File: config.mk
export PLATFORM = sky130hd
export DESIGN_NAME = edf_periodic_task_scheduler
export DESIGN_NICKNAME = d
export VERILOG_FILES = /design/src/rtl/edf_pkg.sv /design/src/rtl/edf_periodic_task_scheduler.sv /design/src/rtl/edf_entry_unit.sv /design/src/rtl/edf_task_store.sv
export VERILOG_INCLUDE_DIRS = /design/src /design/src/rtl
export SDC_FILE = /design/constraint.sdc
export NUM_CORES = 2
export LEC_CHECK = 0
export BUFFER_PORTS_ARGS = -buffer_cell sky130_fd_sc_hd__buf_4
export CORE_MARGIN = 2
export CORE_UTILIZATION = 60
export DETAILED_ROUTE_END_ITERATION = 10
export GPL_ROUTABILITY_DRIVEN = 1
export PLACE_DENSITY = 0.74
export SLEW_MARGIN = 10
export SYNTH_ARGS = -nofsm -noshare
export SYNTH_HDL_FRONTEND = slang
export SYNTH_HIERARCHICAL = 1
export SYNTH_SLANG_ARGS = --single-unit
File: constraint.sdc
create_clock -name clock -period 13.62 [get_ports clock]
set_input_delay 2.724 -clock clock [delete_from_list [all_inputs] [get_ports clock]]
set_output_delay 2.724 -clock clock [all_outputs]
set_load 0.1 [all_outputs]
File: src/rtl/edf_periodic_task_scheduler_defines.svh
// ----------------------------------------------------------------------------
// EDF scheduler assertion macros
// Shared concurrent assertion wrappers for the scheduler RTL.
// ----------------------------------------------------------------------------
`ifndef EDF_PERIODIC_TASK_SCHEDULER_DEFINES_SVH
`define EDF_PERIODIC_TASK_SCHEDULER_DEFINES_SVH

// General form: explicit clock and reset.
`define EDF_ASSERT(name, clk, rst, prop, msg) \
   name: assert property (@(posedge clk) disable iff (rst) (prop)) else $error(msg);

// Block clock and reset.
`define EDF_ASSERT_CLK(name, prop, msg) `EDF_ASSERT(name, clock, reset, prop, msg)

`endif

File: src/rtl/edf_pkg.sv
// ----------------------------------------------------------------------------
// EDF scheduler package
// Widths, command codes, shared types and the saturating time adder.
// ----------------------------------------------------------------------------
package edf_pkg;

   localparam int MAX_TASKS_DEF = 16;
   localparam int TIME_W        = 32;
   localparam int PARAM_W       = 16;
   localparam int SLOT_W        = 4;
   localparam int COUNT_W       = 5;
   localparam int REQ_DATA_W    = 56;
   localparam int RSP_DATA_W    = 40;

   localparam logic [TIME_W-1:0] TIME_MAX = '1;

   // Input item kinds carried on req_tuser.
   localparam logic CMD_LOAD = 1'b0;
   localparam logic CMD_TICK = 1'b1;

   // One task entry as stored and as updated.
   typedef struct packed {
      logic [TIME_W-1:0]  rel;
      logic [TIME_W-1:0]  dl;
      logic [PARAM_W-1:0] job;
      logic [PARAM_W-1:0] ival;
      logic [PARAM_W-1:0] offs;
      logic [PARAM_W-1:0] work;
   } entry_type;

   // Write enables of the task store, one per field group.
   typedef struct packed {
      logic params;
      logic times;
      logic work;
   } wr_ctrl_type;

   // Result of the shared entry unit.
   typedef struct packed {
      entry_type nxt;
      logic      better;
   } unit_res_type;

   // Add that sticks at the largest time value.
   function automatic logic [TIME_W-1:0] sat_add(input logic [TIME_W-1:0] a,
                                                 input logic [TIME_W-1:0] b);
      logic [TIME_W:0] sum;
      sum = {1'b0, a} + {1'b0, b};
      return sum[TIME_W] ? TIME_MAX : sum[TIME_W-1:0];
   endfunction

endpackage

File: src/rtl/edf_periodic_task_scheduler.sv
// ----------------------------------------------------------------------------
// EDF periodic task scheduler
// Earliest-deadline-first choice over periodic tasks, one decision per tick.
// ----------------------------------------------------------------------------
// A load item gives no result item.
// A tick item passes an accept state, a scan of each active task entry
// through the shared entry unit and the single task store read port, and a
// commit state that writes back the chosen entry; the commit waits while an
// earlier result item is unaccepted. The result item appears the cycle after the commit.
// Synchronous reset clears time, task count and all remaining work.
module edf_periodic_task_scheduler #(
   parameter int MAX_TASKS = edf_pkg::MAX_TASKS_DEF
) (
   input  logic                            clock,
   input  logic                            reset,
   // Configuration: task_count.
   input  logic                            csr_valid,
   output logic                            csr_ready,
   input  logic [edf_pkg::COUNT_W-1:0]     csr_data,
   // Request tdata: task_slot[3:0], exec_time[19:4], task_period[35:20],
   // relative_deadline[51:36]; tuser: command.
   input  logic                            req_tvalid,
   output logic                            req_tready,
   input  logic [edf_pkg::REQ_DATA_W-1:0]  req_tdata,
   input  logic                            req_tuser,
   // Response tdata: tick_time[31:0], chosen_task[35:32]; tuser: idle.
   output logic                            rsp_tvalid,
   input  logic                            rsp_tready,
   output logic [edf_pkg::RSP_DATA_W-1:0]  rsp_tdata,
   output logic                            rsp_tuser
);
   import edf_pkg::*;
   `include "edf_periodic_task_scheduler_defines.svh"

   localparam int IDX_W = $clog2(MAX_TASKS);
   localparam int CNT_W = $clog2(MAX_TASKS + 1);

   typedef enum logic [2:0] {
      S_IDLE = 3'b001,
      S_SCAN = 3'b010,
      S_DONE = 3'b100
   } state_type;

   state_type          state_ff, state_in;
   logic [COUNT_W-1:0] task_count_ff;
   logic [TIME_W-1:0]  time_ff, time_in;
   logic [IDX_W-1:0]   pos_ff, pos_in;
   logic [CNT_W-1:0]   cnt_ff, cnt_in;
   logic               found_ff, found_in;
   logic [TIME_W-1:0]  best_ff, best_in;
   logic [IDX_W-1:0]   pick_ff, pick_in;
   logic [PARAM_W-1:0] pick_work_ff, pick_work_in;
   logic               rsp_valid_ff;
   logic [TIME_W-1:0]  rsp_time_ff;
   logic [SLOT_W-1:0]  rsp_task_ff;
   logic               rsp_idle_ff;
   logic               rsp_load;

   logic               req_fire;
   logic [SLOT_W-1:0]  req_slot;
   logic [PARAM_W-1:0] req_exec;
   logic [PARAM_W-1:0] req_period;
   logic [PARAM_W-1:0] req_deadline;
   logic [CNT_W-1:0]   active_cnt;

   entry_type          unit_cur;
   unit_res_type       unit_res;
   wr_ctrl_type        wr_ctrl;
   logic [IDX_W-1:0]   wr_addr;
   entry_type          wr_data;
   entry_type          rd_data;

   // Request fields.
   assign req_slot     = req_tdata[3:0];
   assign req_exec     = req_tdata[19:4];
   assign req_period   = req_tdata[35:20];
   assign req_deadline = req_tdata[51:36];

   assign req_tready = (state_ff == S_IDLE);
   assign req_fire   = req_tvalid && req_tready;
   assign csr_ready  = 1'b1;

   // Counts above the store depth act as the depth.
   assign active_cnt = (int'(task_count_ff) > MAX_TASKS) ? CNT_W'(MAX_TASKS)
                                                         : CNT_W'(task_count_ff);

   // A load uses the unit with its release at the current time.
   always_comb begin
      if (state_ff == S_IDLE) begin
         unit_cur      = '0;
         unit_cur.rel  = time_ff;
         unit_cur.job  = req_exec;
         unit_cur.ival = req_period;
         unit_cur.offs = req_deadline;
      end else begin
         unit_cur = rd_data;
      end
   end

   edf_entry_unit u_unit (
      .now   (time_ff),
      .cur   (unit_cur),
      .best  (best_ff),
      .found (found_ff),
      .res   (unit_res)
   );

   // Sequencer.
   always_comb begin
      state_in     = state_ff;
      time_in      = time_ff;
      pos_in       = pos_ff;
      cnt_in       = cnt_ff;
      found_in     = found_ff;
      best_in      = best_ff;
      pick_in      = pick_ff;
      pick_work_in = pick_work_ff;
      rsp_load     = 1'b0;
      wr_ctrl      = '0;
      wr_addr      = pos_ff;
      wr_data      = unit_res.nxt;
      case (state_ff)
         S_IDLE: begin
            wr_addr = IDX_W'(req_slot);
            if (req_fire) begin
               if (req_tuser == CMD_TICK) begin
                  cnt_in   = active_cnt;
                  found_in = 1'b0;
                  state_in = (active_cnt == '0) ? S_DONE : S_SCAN;
               end else if (int'(req_slot) < MAX_TASKS) begin
                  wr_ctrl = '{params: 1'b1, times: 1'b1, work: 1'b1};
               end
            end
         end
         S_SCAN: begin
            // Release and compare the entry read in the previous cycle.
            wr_ctrl = '{params: 1'b0, times: 1'b1, work: 1'b1};
            if (unit_res.better) begin
               found_in     = 1'b1;
               best_in      = unit_res.nxt.dl;
               pick_in      = pos_ff;
               pick_work_in = unit_res.nxt.work;
            end
            if (CNT_W'(pos_ff) + CNT_W'(1) == cnt_ff) begin
               pos_in   = '0;
               state_in = S_DONE;
            end else begin
               pos_in = pos_ff + IDX_W'(1);
            end
         end
         S_DONE: begin
            // Charge one tick to the chosen task and report.
            wr_addr      = pick_ff;
            wr_data.work = pick_work_ff - PARAM_W'(1);
            if (!rsp_valid_ff || rsp_tready) begin
               rsp_load     = 1'b1;
               wr_ctrl.work = found_ff;
               time_in      = sat_add(time_ff, TIME_W'(1));
               state_in     = S_IDLE;
            end
         end
         default: begin
            state_in = S_IDLE;
            pos_in   = '0;
         end
      endcase
   end

   edf_task_store #(
      .MAX_TASKS (MAX_TASKS)
   ) u_store (
      .clock   (clock),
      .reset   (reset),
      .wr_ctrl (wr_ctrl),
      .wr_addr (wr_addr),
      .wr_data (wr_data),
      .rd_addr (pos_in),
      .rd_data (rd_data)
   );

   // Control registers.
   always_ff @(posedge clock) begin
      if (reset) begin
         state_ff      <= S_IDLE;
         task_count_ff <= '0;
         time_ff       <= '0;
         pos_ff        <= '0;
         found_ff      <= 1'b0;
         rsp_valid_ff  <= 1'b0;
      end else begin
         state_ff <= state_in;
         time_ff  <= time_in;
         pos_ff   <= pos_in;
         found_ff <= found_in;
         if (csr_valid && csr_ready) begin
            task_count_ff <= csr_data;
         end
         if (rsp_load) begin
            rsp_valid_ff <= 1'b1;
         end else if (rsp_tready) begin
            rsp_valid_ff <= 1'b0;
         end
      end
   end

   // Scan and result payload registers.
   always_ff @(posedge clock) begin
      cnt_ff       <= cnt_in;
      best_ff      <= best_in;
      pick_ff      <= pick_in;
      pick_work_ff <= pick_work_in;
      if (rsp_load) begin
         rsp_time_ff <= time_ff;
         rsp_task_ff <= found_ff ? SLOT_W'(pick_ff) : '0;
         rsp_idle_ff <= !found_ff;
      end
   end

   assign rsp_tvalid = rsp_valid_ff;
   assign rsp_tdata  = {{(RSP_DATA_W - SLOT_W - TIME_W){1'b0}}, rsp_task_ff, rsp_time_ff};
   assign rsp_tuser  = rsp_idle_ff;

   // Checks.
   `EDF_ASSERT_CLK(a_scan_in_range,
      (state_ff == S_SCAN) |-> (CNT_W'(pos_ff) < cnt_ff),
      "scan position beyond active task count")
   `EDF_ASSERT_CLK(a_tick_leaves_idle,
      (req_fire && (req_tuser == CMD_TICK)) |=> (state_ff != S_IDLE),
      "tick item did not start a decision")
   `EDF_ASSERT_CLK(a_pick_in_range,
      ((state_ff == S_DONE) && found_ff) |-> (CNT_W'(pick_ff) < cnt_ff),
      "chosen task outside active task range")
   `EDF_ASSERT_CLK(a_time_advanced,
      rsp_valid_ff |-> (time_ff != '0),
      "time did not advance after a decision")

endmodule

File: src/rtl/edf_entry_unit.sv
// ----------------------------------------------------------------------------
// EDF entry unit
// Shared release and compare logic, applied to one task entry per cycle.
// ----------------------------------------------------------------------------
module edf_entry_unit (
   input  logic [edf_pkg::TIME_W-1:0] now,
   input  edf_pkg::entry_type         cur,
   input  logic [edf_pkg::TIME_W-1:0] best,
   input  logic                       found,
   output edf_pkg::unit_res_type      res
);
   import edf_pkg::*;

   logic hit;

   // A job is released when the next release time equals the current time.
   assign hit = (cur.rel == now);

   always_comb begin
      res.nxt      = cur;
      if (hit) begin
         res.nxt.work = cur.job;
         res.nxt.dl   = sat_add(now, TIME_W'(cur.offs));
         res.nxt.rel  = sat_add(cur.rel, TIME_W'(cur.ival));
      end
      // Ready entries compete on absolute deadline; a tie keeps the earlier one.
      res.better = (res.nxt.work != '0) && (!found || (res.nxt.dl < best));
   end

endmodule

File: src/rtl/edf_task_store.sv
// ----------------------------------------------------------------------------
// EDF task store
// Per-task memories with one write and one registered read port.
// ----------------------------------------------------------------------------
module edf_task_store #(
   parameter int MAX_TASKS = edf_pkg::MAX_TASKS_DEF
) (
   input  logic                         clock,
   input  logic                         reset,
   input  edf_pkg::wr_ctrl_type         wr_ctrl,
   input  logic [$clog2(MAX_TASKS)-1:0] wr_addr,
   input  edf_pkg::entry_type           wr_data,
   input  logic [$clog2(MAX_TASKS)-1:0] rd_addr,
   output edf_pkg::entry_type           rd_data
);
   import edf_pkg::*;

   logic [TIME_W-1:0]  rel_ff  [MAX_TASKS];
   logic [TIME_W-1:0]  dl_ff   [MAX_TASKS];
   logic [PARAM_W-1:0] job_ff  [MAX_TASKS];
   logic [PARAM_W-1:0] ival_ff [MAX_TASKS];
   logic [PARAM_W-1:0] offs_ff [MAX_TASKS];
   logic [PARAM_W-1:0] work_ff [MAX_TASKS];
   logic [MAX_TASKS-1:0] work_valid_ff;
   entry_type          rd_ff;
   logic               rd_valid_ff;

   // Memory writes and registered read.
   always_ff @(posedge clock) begin
      if (wr_ctrl.params) begin
         job_ff[wr_addr]  <= wr_data.job;
         ival_ff[wr_addr] <= wr_data.ival;
         offs_ff[wr_addr] <= wr_data.offs;
      end
      if (wr_ctrl.times) begin
         rel_ff[wr_addr] <= wr_data.rel;
         dl_ff[wr_addr]  <= wr_data.dl;
      end
      if (wr_ctrl.work) begin
         work_ff[wr_addr] <= wr_data.work;
      end
      rd_ff.rel  <= rel_ff[rd_addr];
      rd_ff.dl   <= dl_ff[rd_addr];
      rd_ff.job  <= job_ff[rd_addr];
      rd_ff.ival <= ival_ff[rd_addr];
      rd_ff.offs <= offs_ff[rd_addr];
      rd_ff.work <= work_ff[rd_addr];
   end

   // Remaining work reads as zero until an entry has been written.
   always_ff @(posedge clock) begin
      if (reset) begin
         work_valid_ff <= '0;
         rd_valid_ff   <= 1'b0;
      end else begin
         if (wr_ctrl.work) begin
            work_valid_ff[wr_addr] <= 1'b1;
         end
         rd_valid_ff <= work_valid_ff[rd_addr];
      end
   end

   always_comb begin
      rd_data = rd_ff;
      if (!rd_valid_ff) begin
         rd_data.work = '0;
      end
   end

endmodule

==> reports/results.ini <==
[timing]
tns_ns = 0
clock.fmax_mhz = 103.6
max_slew_margin = 0.1577
period_share = 0.7086
min_period_ns = 9.651
finalHoldViolations = 0
worstMarginPinSlew_ns = 1.258
final_max_slew_viol_count = 0
setup_violations = 0
rsz0062_at_grt = no
skew_ns = 0.03506

[detailed_routing]
initialDrtViolationCount = 6874
drtPass1Iterations = 8
viasPerCell = 6.682
num_vias = 48500
drc = 0
antenna_left = 0
wl_per_cell_um = 31.42
drt-total-wl_mm = 228.0

[setup_path]
critPathKind = flop to flop
critPathCaptureType = flop
cp_data_arrival_time_ns = 10.16
worst_path_most_repeated_cell = buf_4
critPathMaxFanout = 54
setup.worst_path.start_class = flop
critPathRequiredTime_ns = 14.13
crit_chain = or3b_4, inv_4, buf_4, nand2_1, nand2_1, xor2_1, nor4_1, nand4_1, nor2_4, buf_4, o21ai_2, buf_4, o22a_1, ha_1, and4_1, nand4_1, nor4_1, nand2_1, nor4_1, o221a_2, nor3_1, and2_2, buf_4
critical_path.max_stage_delay_ns = 0.99
crit_slowest_cell = nor4_1

[floorplanning]
coreArea_sq_um = 153900
start_util = 0.6029
die_y_um = 397.2
design.die.area_sq_um = 157800
fp-row-count = 144
chipWidth_um = 397.2
io_pins = 111

[yosys]
seq_area_frac_synth = 0.7346
synthTopCellsByCount = edfxtp_1 (2,142), mux4_2 (514), nand2_1 (461)
synth_edf_count = 2142
synthFlopType = edfxtp_1
post-synth-top-area-cell = edfxtp_1
netlist_area_sq_um = 92770
ys_types = 95
syn_inst = 4972
syn_avg_cell_area_sq_um = 18.66
synth_compound_area_frac = 0.04244
yosysMostFrequentCell = edfxtp_1
synth_mux_area_frac = 0.1284
synth.area.top_cells = edfxtp_1 (69%), mux4_2 (12%), dfxtp_1 (4.1%)
async_reset_ff_frac = 0
yosysTopAreaCellShare = 0.6933
synthSimpleGateAreaFrac = 0.04629
synth_xor_area_frac = 0.01017
synth_fa_ha_area_frac = 0.009333
synth-seq-cells = 2333
yosysWarnings = 6
synth_top_family_by_area = multiplexers

[clock_tree]
cts_hold_buf = 0
clkSinkCount = 2333
ctsResizeCount = 0
post_cts_buffers = 0
h-tree-depth = 4
clk_latency_ns = 0.86
clock_path_buffers = 3
tritoncts = yes
root_buffer = clkbuf_16
cts.clk_slew.worst_paths_ns = 0.06
numCtsBuffers = 218

[layout]
layout.nets = 5153
multiInputGateArea_sq_um = 22340
n_fill_cell = 9822
layout-drive-gt1-share = 0.2384
fin_cells = 7258
syn_to_final_growth_pct = 10.48
regArea_sq_um = 68150

[global_routing]
antenna_found_initial = 3
grt_pass1_vias = 47260
grt-ovfl-total = 0
grt_use_total = 0.2906
grt_pass1_wl_mm = 327.6
grt_start_max_net_pins = 116

[power_and_ir_drop]
internal-power_mw = 13.88
combPwrFrac = 0.197
vdd_drop_max_uv = 217.3
p_seq_frac = 0.482
leakagePower_nw = 33.26
p_sw_frac = 0.2849
switchingPower_mw = 5.531
power.total_mw = 19.41
pwr-share-clk = 0.321
power.density_nw_per_um2 = 189.4

[hold_path]
hp-class = flop to flop

[placement]
globalplace.congestion = 0.8973
portBuffers = 101
placed_cells = 6841
dpl.hpwl_mm = 123.0

[flow_run]
drv_cap = 0

[status]
run_status = complete, no violations

## through the flow
| stage | setup slack (ns) | area [sq um] | utilization | hold WS, ns |
|---|---|---|---|---|
| after floorplan | 5.411 | 92780 | - | 0.4064 |
| after global placement | 3.766 | 95050 | 0.6178 | 0.4428 |
| after detailed placement | 3.673 | 95050 | 0.6178 | 0.4522 |
| after CTS | 4.372 | 102500 | 0.6660 | 0.4674 |
| after global routing | 3.748 | 102500 | 0.6660 | 0.4854 |
| final | 3.969 | 102500 | 0.6661 | 0.4643 |
## layer usage
layer,track usage,wire (um),part of all wire
met4,0.09118,6979,0.031
met5,0.009080,192,0.00084
met3,0.05799,25920,0.11
met2,0.4524,108400,0.48
met1,0.4214,86570,0.38
## worst max-delay path, delay by kind of cell (launching register included)
family	cells	cell delay, ns
xor+xnor	1	0.19
compound gates	3	0.90
buf+inv	5	2.54
fa+ha+maj	1	0.40
simple gates	13	4.78
flops	1	0.41
## cells by family (layout without fill, tap and decap cells)
group / Yosys count / count (layout)
buffers and inverters: 469 / 704
AND/OR/NAND/NOR: 926 / 926
XOR/XNOR: 106 / 106
other: 2 / 9
multiplexers: 546 / 546
adder cells (fa/ha/maj): 68 / 68
flip-flops: 2333 / 2333
AO/OA/AOI/OAI: 522 / 522
## cell usage in the layout (no fill, tap or decap), types with 73 or more instances in the layout
master / Yosys / layout
edfxtp_1: 2142 / 2142
mux4_2: 514 / 514
nand2_1: 461 / 459
buf_4: 192 / 228
clkbuf_16: 0 / 220
dfxtp_1: 191 / 191
a22oi_1: 158 / 158
nor2_1: 163 / 112
a21oi_1: 74 / 74
and2_1: 75 / 73
## flip-flops by register name, indices dropped and copies added (netlist names), 112 cells and up
register         count
u_store/dl_ff      512
u_store/work_ff    256
u_store/rd_data    112
u_store/ival_ff    256
u_store/offs_ff    256
u_store/rel_ff     512
u_store/job_ff     256
## power by group through the flow
stage | Sequential [mW] | Clock, mW | Combinational (mW)
after global placement | 9.48 | 0 | 3.64
final | 9.36 | 6.23 | 3.82
after CTS | 9.36 | 6.29 | 3.76
after detailed placement | 9.51 | 0 | 3.75
after floorplan | 9.52 | 0 | 2.51
after global routing | 9.39 | 6.56 | 4.05
## final cells by class
| class | instances | area share |
|---|---|---|
| Sequential cell | 2333 | 0.6649 |
| Multi-Input combinational cell | 2173 | 0.2179 |
| Clock buffer | 306 | 0.05999 |
| Tap cell | 2044 | 0.02495 |
| Timing Repair Buffer | 233 | 0.01755 |
| Clock inverter | 106 | 0.01240 |
| Inverter | 59 | 0.002185 |
| Antenna cell | 4 | 0.00009766 |
## path summary, 6_finish.rpt
path                                               start                       end  cells past startpoint  slack [ns]
worst min-delay path            u_store/work_valid_ff[0]  u_store/work_valid_ff[0]                      2        0.46
worst max register to register               state_ff[0]               best_ff[13]                     23        3.97
worst max-delay path                         state_ff[0]               best_ff[13]                     23        3.97
worst min register to register  u_store/work_valid_ff[0]  u_store/work_valid_ff[0]                      2        0.46
Power figures use the tool's default switching activity.
